File: src/design/lsrt_pkg.sv
// Shared types, constants and command codes for the link-state route table.
// No dependencies; imported by the top level, the datapath and the controller.
package lsrt_pkg;
    localparam int MAX_NODES = 64;
    localparam int COST_BITS = 16;
    localparam int NODE_W    = $clog2(MAX_NODES);
    localparam int CNT_W     = $clog2(MAX_NODES + 1);
    localparam int PATH_W    = 22;
    localparam int MAT_AW    = 2 * NODE_W;
    localparam int LINK_W    = COST_BITS + 1;
    localparam int SUM_W     = PATH_W + 1;
    localparam logic [PATH_W-1:0] PATH_MAX = {PATH_W{1'b1}};

    localparam logic [1:0] CMD_SET   = 2'd0;
    localparam logic [1:0] CMD_ROUTE = 2'd1;
    localparam logic [1:0] CMD_CLEAR = 2'd2;

    // controller to datapath
    typedef struct packed {
        logic              init;      // start compute from src
        logic              scan;      // examine node j for selection
        logic              pick;      // commit selection
        logic              rd_link;   // read matrix (pick,j)
        logic              relax;     // relax node j with read data
        logic              emit;      // load output row j
        logic              mat_we;    // matrix write
        logic [MAT_AW-1:0] mat_addr;
        logic [LINK_W-1:0] mat_wdata;
        logic [NODE_W-1:0] j;
        logic [NODE_W-1:0] src;
    } t_cmd;

    // datapath to controller
    typedef struct packed {
        logic              found;
        logic [NODE_W-1:0] pick;      // node committed by the last pick
    } t_stat;
endpackage

File: src/design/lsrt_ctrl.sv
// Controller: command decode, matrix clear sweep and Dijkstra sequencing.
// Depends on lsrt_pkg.
module lsrt_ctrl (
    input  logic                        i_clk,
    input  logic                        i_rst_n,
    input  logic                        i_in_valid,
    output logic                        o_in_ready,
    input  logic [1:0]                  i_command,
    input  logic [lsrt_pkg::NODE_W-1:0] i_node_a,
    input  logic [lsrt_pkg::NODE_W-1:0] i_node_b,
    input  logic [15:0]                 i_link_cost,
    input  logic                        i_link_up,
    input  logic [6:0]                  i_active,
    input  lsrt_pkg::t_stat             i_stat,
    output lsrt_pkg::t_cmd              o_cmd,
    output logic                        o_row_valid,
    input  logic                        i_row_ready,
    output logic [lsrt_pkg::NODE_W-1:0] o_row_dest,
    output logic                        o_row_last
);
    import lsrt_pkg::*;

    localparam logic [3:0] S_IDLE  = 4'd0, S_CLR  = 4'd1, S_SET2 = 4'd2,
                           S_SCANR = 4'd3, S_SCAN = 4'd4, S_PICK = 4'd5,
                           S_RD    = 4'd6, S_REL  = 4'd7, S_EMR  = 4'd8,
                           S_EM    = 4'd9, S_OUT  = 4'd10, S_RELW = 4'd11;

    logic [3:0]        r_st;
    logic [MAT_AW-1:0] r_ctr;
    logic [NODE_W-1:0] r_j, r_src, r_a, r_b, r_last;
    logic [CNT_W-1:0]  r_step;
    logic [LINK_W-1:0] r_word;
    logic [CNT_W-1:0]  w_n;
    logic              w_acc;

    always_comb begin
        if (i_active == 7'd0) w_n = CNT_W'(1);
        else if ({1'b0, i_active} > 8'(MAX_NODES)) w_n = CNT_W'(MAX_NODES);
        else w_n = CNT_W'(i_active);
    end

    assign o_in_ready = (r_st == S_IDLE) && i_rst_n;
    assign w_acc = i_in_valid && o_in_ready;

    always_ff @(posedge i_clk) begin
        if (!i_rst_n) begin
            r_st  <= S_CLR;
            r_ctr <= '0;
            o_row_valid <= 1'b0;
        end else begin
            case (r_st)
                S_IDLE: if (w_acc) begin
                    r_a <= i_node_a;
                    r_b <= i_node_b;
                    r_src <= i_node_a;
                    r_last <= NODE_W'(w_n - CNT_W'(1));
                    r_word <= i_link_up ? {i_link_cost[COST_BITS-1:0], 1'b1} : '0;
                    case (i_command)
                        CMD_SET:   r_st <= S_SET2;
                        CMD_CLEAR: begin r_st <= S_CLR; r_ctr <= '0; end
                        CMD_ROUTE: if (CNT_W'(i_node_a) < w_n) begin
                            r_st <= S_SCANR; r_j <= '0; r_step <= '0;
                        end
                        default: r_st <= S_IDLE;
                    endcase
                end
                S_CLR: begin
                    r_ctr <= r_ctr + 1'b1;
                    if (r_ctr == '1) r_st <= S_IDLE;
                end
                S_SET2: r_st <= S_IDLE;
                S_SCANR: r_st <= S_SCAN;
                S_SCAN: begin
                    if (r_j == r_last) begin r_st <= S_PICK; r_j <= '0; end
                    else begin r_j <= r_j + 1'b1; r_st <= S_SCANR; end
                end
                S_PICK: begin
                    if (!i_stat.found) r_st <= S_EMR;
                    else r_st <= S_RD;
                    r_step <= r_step + 1'b1;
                end
                S_RD: r_st <= S_RELW;
                S_RELW: r_st <= S_REL;
                S_REL: begin
                    if (r_j == r_last) begin
                        r_j <= '0;
                        r_st <= (r_step == w_n) ? S_EMR : S_SCANR;
                    end else begin
                        r_j <= r_j + 1'b1; r_st <= S_RD;
                    end
                end
                S_EMR: r_st <= S_EM;
                S_EM: begin r_st <= S_OUT; o_row_valid <= 1'b1; end
                S_OUT: if (i_row_ready) begin
                    o_row_valid <= 1'b0;
                    if (r_j == r_last) r_st <= S_IDLE;
                    else begin r_j <= r_j + 1'b1; r_st <= S_EMR; end
                end
                default: r_st <= S_IDLE;
            endcase
        end
    end

    always_comb begin
        o_cmd = '0;
        o_cmd.j   = r_j;
        o_cmd.src = r_src;
        case (r_st)
            S_IDLE: begin
                o_cmd.init = w_acc && (i_command == CMD_ROUTE);
                o_cmd.src  = i_node_a;
                o_cmd.mat_we = w_acc && (i_command == CMD_SET);
                o_cmd.mat_addr = {i_node_a, i_node_b};
                o_cmd.mat_wdata = i_link_up ? {i_link_cost[COST_BITS-1:0], 1'b1} : '0;
            end
            S_CLR: begin
                o_cmd.mat_we = 1'b1;
                o_cmd.mat_addr = r_ctr;
                o_cmd.mat_wdata = (r_ctr[MAT_AW-1:NODE_W] == r_ctr[NODE_W-1:0])
                                  ? LINK_W'(1) : '0;
            end
            S_SET2: begin
                o_cmd.mat_we = 1'b1;
                o_cmd.mat_addr = {r_b, r_a};
                o_cmd.mat_wdata = r_word;
            end
            S_SCAN: o_cmd.scan = 1'b1;
            S_PICK: o_cmd.pick = i_stat.found;
            S_RD: begin
                // read the picked node's matrix row
                o_cmd.rd_link = 1'b1;
                o_cmd.mat_addr = {i_stat.pick, r_j};
            end
            S_REL: o_cmd.relax = 1'b1;
            S_EM:  o_cmd.emit = 1'b1;
            default: ;
        endcase
    end

    assign o_row_dest = r_j;
    assign o_row_last = (r_j == r_last);
endmodule

File: config.mk
export PLATFORM = sky130hd
export DESIGN_NAME = lsrt_ctrl
export DESIGN_NICKNAME = d
export VERILOG_FILES = /design/src/design/lsrt_pkg.sv /design/src/design/lsrt_ctrl.sv
export SDC_FILE = /design/constraint.sdc
export NUM_CORES = 1
export LEC_CHECK = 0
export ABC_AREA = 1
export BUFFER_PORTS_ARGS = -buffer_cell sky130_fd_sc_hd__buf_4
export CORE_ASPECT_RATIO = 0.75
export CORE_MARGIN = 2
export CORE_UTILIZATION = 49
export CTS_CLUSTER_SIZE = 28
export DETAILED_ROUTE_END_ITERATION = 16
export PLACE_DENSITY_LB_ADDON = 0.05
export RECOVER_POWER = 25
export SETUP_SLACK_MARGIN = 0.15
export SLEW_MARGIN = 20
export SYNTH_ARGS = -nofsm -noshare
export SYNTH_HDL_FRONTEND = slang
export SYNTH_SLANG_ARGS = --single-unit
export TNS_END_PERCENT = 50
File: constraint.sdc
create_clock -name i_clk -period 4.1 [get_ports i_clk]
set_input_delay 0.615 -clock i_clk [delete_from_list [all_inputs] [get_ports i_clk]]
set_output_delay 0.615 -clock i_clk [all_outputs]
set_load 0.005 [all_outputs]
==> impl_metrics.toml, run 1 <==
[outcome]
outcome = "finished clean"

[yosys]
synth_ff_type = "edfxtp_1"
ys_warn_count = 0
ys_seq_area_share_pct = 43.26
synth_area_per_cell_um2 = 7.670
synth-seq-cells = 65
netlist_area_um2 = 4119
synth_cell_types = 35
synth_edf_count = 48
netlist_instances = 537
async_reset_ff_share_pct = 0
syn_nets = 599

[clock_network]
path_clk_slew_ns = 0.08
clkLatencyLatePin_ns = 0.36
cts_tree = "built"
cts_hold_buffers = 0
clockBufferDepth = 2
cts_setup_buffers = 0
clock-sinks = 65
htreeDepth = 3
ctsRootBufferMaster = "clkbuf_8"
cts_buffers = 9
cts_resized = 0

[power_and_ir_drop]
power-per-cell-area_nw_per_um2 = 449.7
p_leak_nw = 2.367
ir_drop_v = 0.0002358
power_mw = 2.309

[setup_path]
cp.arrival_ns = 2.22
rr_worst_depth = 6
worstSetupPathType = "reg2out"
critPathCaptureType = "output pin"
r2r-end = "o_row_dest[2]$_DFFE_PP_"
r2r_start = "r_st[1]$_SDFFE_PN0P_"
cp.required_ns = 3.48
crit_path_start = "r_st[2]$_SDFFE_PN0P_"
start_kind = "flop"
crit_fanout = 23
rrSetupSlack_ns = 1.59

[timing]
slew_viol_final = 0
hold_violations = 0
fin_worst_skew_ns = 0.009473
worstMarginPinSlew_ns = 0.8372
tns_ns = 0
grt_setup_unrepaired = "no"
period_needed_ns = 2.839
maxSlewHeadroom_pct = 43.76
post-route-period-util_pct = 69.25
max_clock_freq_mhz = 352.2
setup_viol = 0

[placed_design]
place_inst = 729
place.port_buffers = 105
place.gp.congestion = 0.9382
dp_hpwl_um = 8310

[routing]
drt_iter0_drc = 213
num_vias = 3896
drtPass1Iterations = 4
viasPerCell = 5.230
routed_wl_um = 10960
routed_wire_length_per_instance_um = 14.72
ant_nets = 0
drc = 0

[global_route]
grt_pass1_vias = 3578
grt_overflow = 0
grt_use_total_pct = 25.03
grt_antenna_before_repair = 0
grt_pass1_wl_um = 17630
grt_max_degree = 37

[finish]
nNetsFinal = 697
antenna_cells = 0
fin_cells = 745
drive_gt1_share_pct = 21.09
area_delta_synth_final_pct = 24.64

[floorplan]
core_region_area_um2 = 8023
dieArea_um2 = 9163
ioPinCount = 106
die_x_um = 109.9
die_h_um = 83.40
rows = 28
start_util_pct = 51.34

[worst_hold_path]
hold_path_depth = 2
hold_path.startpoint = "o_row_valid$_SDFFE_PN0P_"
hp-class = "reg2reg"
hold_end = "o_row_valid$_SDFFE_PN0P_"

[run]
maxCapViolCount = 0
[worst max-delay path, cell delays in order, from the launching register on]
cell     delay, ns
dfxtp_1       0.37
nor2_4        0.16
nand2_4       0.20
inv_1         0.54
nand2_1       0.10
o21ai_0       0.13
a21oi_1       0.07
o21ai_0       0.12
buf_4         0.16
[cell usage after synthesis (6+ instances only)]
cell type | count | share of area [%]
nand2_1 | 155 | 14
inv_1 | 75 | 6.8
nor2_1 | 52 | 4.7
edfxtp_1 | 48 | 35
o21ai_0 | 35 | 4.3
a21oi_1 | 26 | 3.2
nand3_1 | 20 | 2.4
dfxtp_1 | 17 | 8.3
ha_1 | 13 | 3.9
xor2_1 | 12 | 2.6
clkbuf_1 | 8 | 0.73
buf_4 | 7 | 1.3
nor3_1 | 7 | 0.85
o2111ai_1 | 7 | 1.5
buf_2 | 6 | 0.73
nand4_1 | 6 | 0.91
[logic make-up after synthesis]
kind of cell    Yosys count  share of synthesized area (%)
compound gates           80                          10.91
xor+xnor                 17                          3.615
fa+ha+maj                13                          3.949
buf+inv                  98                          9.751
flops                    65                          43.26
simple gates            264                          28.52
[routing by layer]
layer  vias to the layer above  routed length [µm]  GRT usage (%)
li1                       1939                   -              -
met1                      1792                5119          35.71
met2                       147                4735          36.20
met3                        18                 890          7.692
met4                         0                 217          7.480
met5                         -                   0              0
[registers in the layout (all words and copies together) (netlist names)]
name,count
r_last,6
o_row_valid,1
r_st,4
r_ctr,12
o_row_dest,6
r_step,7
r_b,6
r_word,17
r_a,6
[cells in the final DEF (no fill, tap or decap), types with 2 or more instances in the layout]
cell / netlist / routed
a21oi_1: 26 / 26
buf_4: 7 / 94
bufinv_16: 0 / 2
clkbuf_1: 8 / 8
clkbuf_4: 0 / 6
clkbuf_8: 0 / 9
clkinv_1: 0 / 2
clkinv_2: 0 / 2
dfxtp_1: 17 / 17
edfxtp_1: 48 / 48
ha_1: 13 / 13
inv_1: 75 / 75
inv_2: 2 / 2
nand2_1: 155 / 155
nand2_2: 2 / 2
nand2_4: 2 / 2
nand3_1: 20 / 21
nand4_1: 6 / 6
nor2_1: 52 / 52
nor2_2: 4 / 4
nor2_4: 5 / 5
nor2_8: 2 / 2
nor3_1: 7 / 6
nor3b_1: 3 / 3
nor4_1: 2 / 2
o2111ai_1: 7 / 7
o21ai_0: 35 / 36
o21ai_1: 5 / 4
o221ai_1: 2 / 2
xnor2_1: 5 / 5
xor2_1: 12 / 12
[metrics by stage]
stage | hold slack (ns) | setup slack [ns] | area (µm²) | util, %
final | 0.4640 | 1.261 | 5134 | 63.99
after detailed placement | 0.4623 | 1.189 | 4960 | 61.82
after global placement | 0.4526 | 1.303 | 4960 | 61.82
after floorplan | 0.4553 | 1.078 | 4124 | -
after global routing | 0.4507 | 1.072 | 5134 | 63.99
after CTS | 0.4370 | 1.255 | 5169 | 64.43
[area by class of cell]
class,instances,area [µm²]
fill,730,2889
multi-input combinational,374,1942
sequential,65,1782
timing repair buffer,108,780.7
inverter,77,289.0
tap,105,131.4
clock buffer,9,123.9
clock inverter,7,85.08
[power breakdown]
group	total, mW	switching (mW)	internal, mW
Sequential	0.824	0.0490	0.775
Combinational	0.890	0.538	0.351
Clock	0.595	0.259	0.336
[worst max-delay path by stage]
stage | depth (start not counted) | slack, ns | end
2_1_floorplan | 6 | 1.08 | r_step[0]$_SDFFCE_PP0P_
3_3_place_gp | 9 | 1.30 | o_row_dest[5]$_DFFE_PP_
3_5_place_dp | 9 | 1.19 | o_row_dest[2]$_DFFE_PP_
4_1_cts | 8 | 1.25 | o_cmd[32]
5_1_grt | 8 | 1.07 | o_cmd[32]
6_report | 8 | 1.26 | o_cmd[32]
Power figures use the tool's default switching activity.
==> inputs of run 2 (changes only) <==
CORE_UTILIZATION = 54   (was 49)
clock period = 2.75 ns   (was 4.1 ns; I/O delays follow)
==> impl_metrics.toml, run 2 (synthesis gave the netlist of run 1 again) <==
[power_and_ir_drop]
power.net_switching_mw = 1.285
combPwrFrac_pct = 42.7
ir_drop_v = 0.0003068
clkPwrFrac_pct = 20.5
sw_frac_of_total_pct = 38.44
p_leak_nw = 2.341
power_frac_seq_pct = 36.8
power-per-cell-area_nw_per_um2 = 650.9
intPower_mw = 2.058

[routing]
drc = 0
drtPass1Iterations = 5
ant_nets = 0
viasPerCell = 5.197
routed_wire_length_per_instance_um = 14.58
routed_wl_um = 10890
drt_iter0_drc = 187
num_vias = 3882

[setup_path]
cp.arrival_ns = 2.02
crit_fanout = 24
r2r_start = "r_st[2]$_SDFFE_PN0P_"
worstSetupPathType = "reg2out"
crit_path_start = "r_st[2]$_SDFFE_PN0P_"
critPathCaptureType = "output pin"
cp.required_ns = 2.34
start_kind = "flop"

[timing]
grt_setup_unrepaired = "no"
fin_worst_skew_ns = 0.01281
tns_ns = 0
worstMarginPinSlew_ns = 0.7201
slew_viol_final = 0
post-route-period-util_pct = 88.29
max_clock_freq_mhz = 411.8
hold_violations = 0
setup_ws_ns = 0.3219
setup_viol = 0
maxSlewHeadroom_pct = 52.00
period_needed_ns = 2.428

[outcome]
outcome = "finished clean"

[floorplan]
ioPinCount = 106
die_h_um = 79.64
die_x_um = 104.8
start_util_pct = 55.93
core_region_area_um2 = 7365
dieArea_um2 = 8349
rows = 27

[finish]
antenna_cells = 0
top_register = "r_word"
fin_area_um2 = 5135
drive_gt1_share_pct = 22.14
largestRegisters = "r_word x17, r_ctr x12, r_step x7"
final_cell_mix = "nand2_1 (155), buf_4 (93), inv_1 (73), nor2_1 (51), edfxtp_1 (48)"
mostFrequentLayoutCell = "nand2_1"
nNetsFinal = 704
area_delta_synth_final_pct = 24.67
largest_register_ffs = 17

[placed_design]
dp_hpwl_um = 8320
pre_cts_ws_ns = 0.5013
place.port_buffers = 105
post_dp_cell_area_um2 = 4970
place.gp.congestion = 0.9021

[run]
maxCapViolCount = 0

[global_route]
grt_overflow = 0
grt_pass1_wl_um = 17200
grt_use_total_pct = 26.26
grt_pass1_vias = 3536
grt_max_degree = 36
grt_antenna_before_repair = 0

[clock_network]
cts_hold_buffers = 0
cts_buffers = 9
clock-sinks = 65
path_clk_slew_ns = 0.08
clockBufferDepth = 2
cts_tree = "built"
htreeDepth = 3
clkLatencyLatePin_ns = 0.34
ctsRootBufferMaster = "clkbuf_8"

[worst_hold_path]
hold_path.startpoint = "i_node_b[5]"
hp-class = "in2reg"
## run 2: cell types whose count changed in the layout (fill, tap and decap cells not counted), sizes merged
cell      previous run  this run
inv                 77        75
buf                 94        93
clkbuf              23        30
clkinv               4         3
bufinv               2         0
clkinvlp             1         6
## run 2: final timing paths
check,to,cells past startpoint,slack (ns)
setup reg to reg,o_row_dest[1]$_DFFE_PP_,7,0.69
hold reg to reg,o_row_valid$_SDFFE_PN0P_,2,0.46
hold / removal,r_b[5]$_DFFE_PP_,1,0.29
setup / recovery,o_cmd[32],8,0.32
## run 2: per-stage QoR
| step | instances | hold WS (ns) | power, mW | utilization, % |
|---|---|---|---|---|
| global placement | 727 | 0.4503 | 2.554 | 67.48 |
| floorplan | 537 | 0.4553 | 2.043 | - |
| finish | 747 | 0.2850 | 3.342 | 69.72 |
| global route | 747 | 0.2726 | 3.537 | 69.72 |
| detailed placement | 727 | 0.4593 | 2.581 | 67.48 |
| CTS | 742 | 0.2470 | 3.262 | 69.66 |
## run 2: timing repair
item,4_1_cts,5_1_grt
buffers inserted,0,4
resized for setup,0,4
setup endpoints to repair,0,13
## run 2: metal layers
layer  part of all wire (%)  global-route usage, %  up-vias
li1                       -                      -     1954
met1                     47                  37.04     1748
met2                     44                  41.04      163
met3                    7.9                  5.469       17
met4                    1.5                  7.733        0
met5                      0                      0        -
## run 2: layout make-up
type	count	area, µm²
Sequential cell	65	1782
Tap cell	101	126.4
Multi-Input combinational cell	374	1944
Timing Repair Buffer	114	818.3
Clock buffer	9	123.9
Clock inverter	6	36.28
Timing Repair inverter	1	7.507
Fill cell	615	2230
Inverter	77	296.5
## run 2: critical path, cell delays in order, from the launching register on
cell and delay (ns):
dfxtp_1 0.44, nor2_4 0.08, nand2_4 0.29, clkinvlp_4 0.27
nand2_1 0.10, o21ai_0 0.08, a21oi_1 0.13, o21ai_0 0.13
buf_4 0.16
## run 2: power groups by stage
stage	Clock [mW]	Sequential (mW)	Combinational, mW
after detailed placement	0	1.25	1.33
final	0.686	1.23	1.43
after global routing	0.734	1.24	1.56
after floorplan	0	1.23	0.810
after CTS	0.697	1.23	1.34
after global placement	0	1.25	1.31
==> inputs of run 3 (changes only) <==
CORE_ASPECT_RATIO = 0.9   (was 0.75)
clock period = 2.7 ns   (was 2.75 ns; I/O delays follow)
==> impl_metrics.toml, run 3 (synthesis gave the netlist of run 1 again) <==
[outcome]
outcome = "finished clean"

[power_and_ir_drop]
power-per-cell-area_nw_per_um2 = 673.7
ir_drop_v = 0.0003372
power_mw = 3.456
p_leak_nw = 2.353

[clock_network]
ctsRootBufferMaster = "clkbuf_8"
htreeDepth = 3
cts_buffers = 9
path_clk_slew_ns = 0.07
cts_hold_buffers = 0
cts_tree = "built"
clock-sinks = 65
clkLatencyLatePin_ns = 0.34
clockBufferDepth = 2

[setup_path]
critPathCaptureType = "output pin"
crit_fanout = 24
crit_path_start = "r_st[1]$_SDFFE_PN0P_"
start_kind = "flop"
rr_worst_depth = 7
worstSetupPathType = "reg2out"
cp.required_ns = 2.30
cp.arrival_ns = 2.00
r2r-end = "o_row_dest[1]$_DFFE_PP_"
rrSetupSlack_ns = 0.63
r2r_start = "r_st[1]$_SDFFE_PN0P_"

[placed_design]
place.port_buffers = 105
place_inst = 723
pre_cts_ws_ns = 0.4246
place.gp.congestion = 0.9283
post_dp_cell_area_um2 = 4971
dp_hpwl_um = 8286

[routing]
drtPass1Iterations = 5
drt_iter0_drc = 279
drc = 0
num_vias = 3912
viasPerCell = 5.279
routed_wl_um = 10920
ant_nets = 0
routed_wire_length_per_instance_um = 14.74

[timing]
period_needed_ns = 2.405
hold_violations = 0
tns_ns = 0
setup_ws_ns = 0.2952
post-route-period-util_pct = 89.07
worstMarginPinSlew_ns = 0.7218
maxSlewHeadroom_pct = 51.88
slew_viol_final = 0
max_clock_freq_mhz = 415.8
grt_setup_unrepaired = "yes"
setup_viol = 0
fin_worst_skew_ns = 0.006151

[finish]
nNetsFinal = 702
final_cell_mix = "nand2_1 (155), buf_4 (92), inv_1 (75), nor2_1 (52), edfxtp_1 (48)"
mostFrequentLayoutCell = "nand2_1"
area_delta_synth_final_pct = 24.54
antenna_cells = 0
top_register = "r_word"
largest_register_ffs = 17
fin_cells = 741
drive_gt1_share_pct = 21.24
largestRegisters = "r_word x17, r_ctr x12, r_step x7"
fin_area_um2 = 5130

[worst_hold_path]
hold_path.startpoint = "i_node_b[4]"
hp-class = "in2reg"
hold_end = "r_b[4]$_DFFE_PP_"
hold_path_depth = 1

[floorplan]
start_util_pct = 55.14
core_region_area_um2 = 7470
ioPinCount = 106
die_x_um = 96.06
rows = 30
die_h_um = 86.86
dieArea_um2 = 8343

[global_route]
grt_overflow = 0
grt_max_degree = 36
grt_pass1_vias = 3466
grt_pass1_wl_um = 16730
grt_use_total_pct = 26.40
grt_antenna_before_repair = 0

[run]
maxCapViolCount = 0
==> run 3: through the flow <==
| stage | hold slack, ns | util [%] |
|---|---|---|
| final | 0.2815 | 68.68 |
| after global routing | 0.2565 | 68.68 |
| after CTS | 0.2413 | 69.05 |
| after detailed placement | 0.4605 | 66.55 |
| after global placement | 0.4564 | 66.55 |
| after floorplan | 0.4553 | - |
==> run 3: worst max-delay path by stage <==
stage / end / cells after the start
global placement: o_row_dest[5]$_DFFE_PP_ / 10
finish: o_cmd[35] / 7
floorplan: r_step[0]$_SDFFCE_PP0P_ / 6
CTS: o_cmd[32] / 8
detailed placement: o_row_dest[5]$_DFFE_PP_ / 10
global route: o_cmd[0] / 6
==> run 3: report_power, final <==
group          switching (mW)  leakage [nW]  internal, mW
clock network           0.375        0.0897         0.420
registers              0.0770         0.584          1.18
logic                   0.840          1.68         0.567
==> run 3: layout make-up <==
cell class                 instances  area [µm²]
inverter                          77       292.8
multi-input combinational        374        1942
sequential                        65        1782
timing repair inverter             1       7.507
fill                             647        2340
timing repair buffer             112       799.5
clock buffer                      10       127.6
clock inverter                     6       58.81
tap                               96       120.1
==> run 3: critical path: stages (launching register included) <==
cell	delay, ns
dfxtp_1	0.47
nor2_4	0.08
nand2_4	0.28
clkinvlp_4	0.24
buf_4	0.21
nand2_1	0.10
o2111ai_1	0.12
buf_4	0.16
==> run 3: what timing repair did <==
action	4_1_cts	5_1_grt
endpoints found under the hold margin	0	0
gates cloned	0	1
setup endpoints to repair	4	19
gates resized for setup	0	2
buffers inserted	0	1
==> run 3: routing by layer <==
| layer | share of wire [%] | global-route usage (%) | up-vias | routed length, µm |
|---|---|---|---|---|
| met4 | 1.3 | 7.792 | 0 | 140 |
| met5 | 0 | 0 | - | 0 |
| li1 | - | - | 1941 | - |
| met1 | 43 | 36.55 | 1785 | 4729 |
| met2 | 46 | 40.09 | 173 | 5016 |
| met3 | 9.5 | 7.965 | 13 | 1034 |
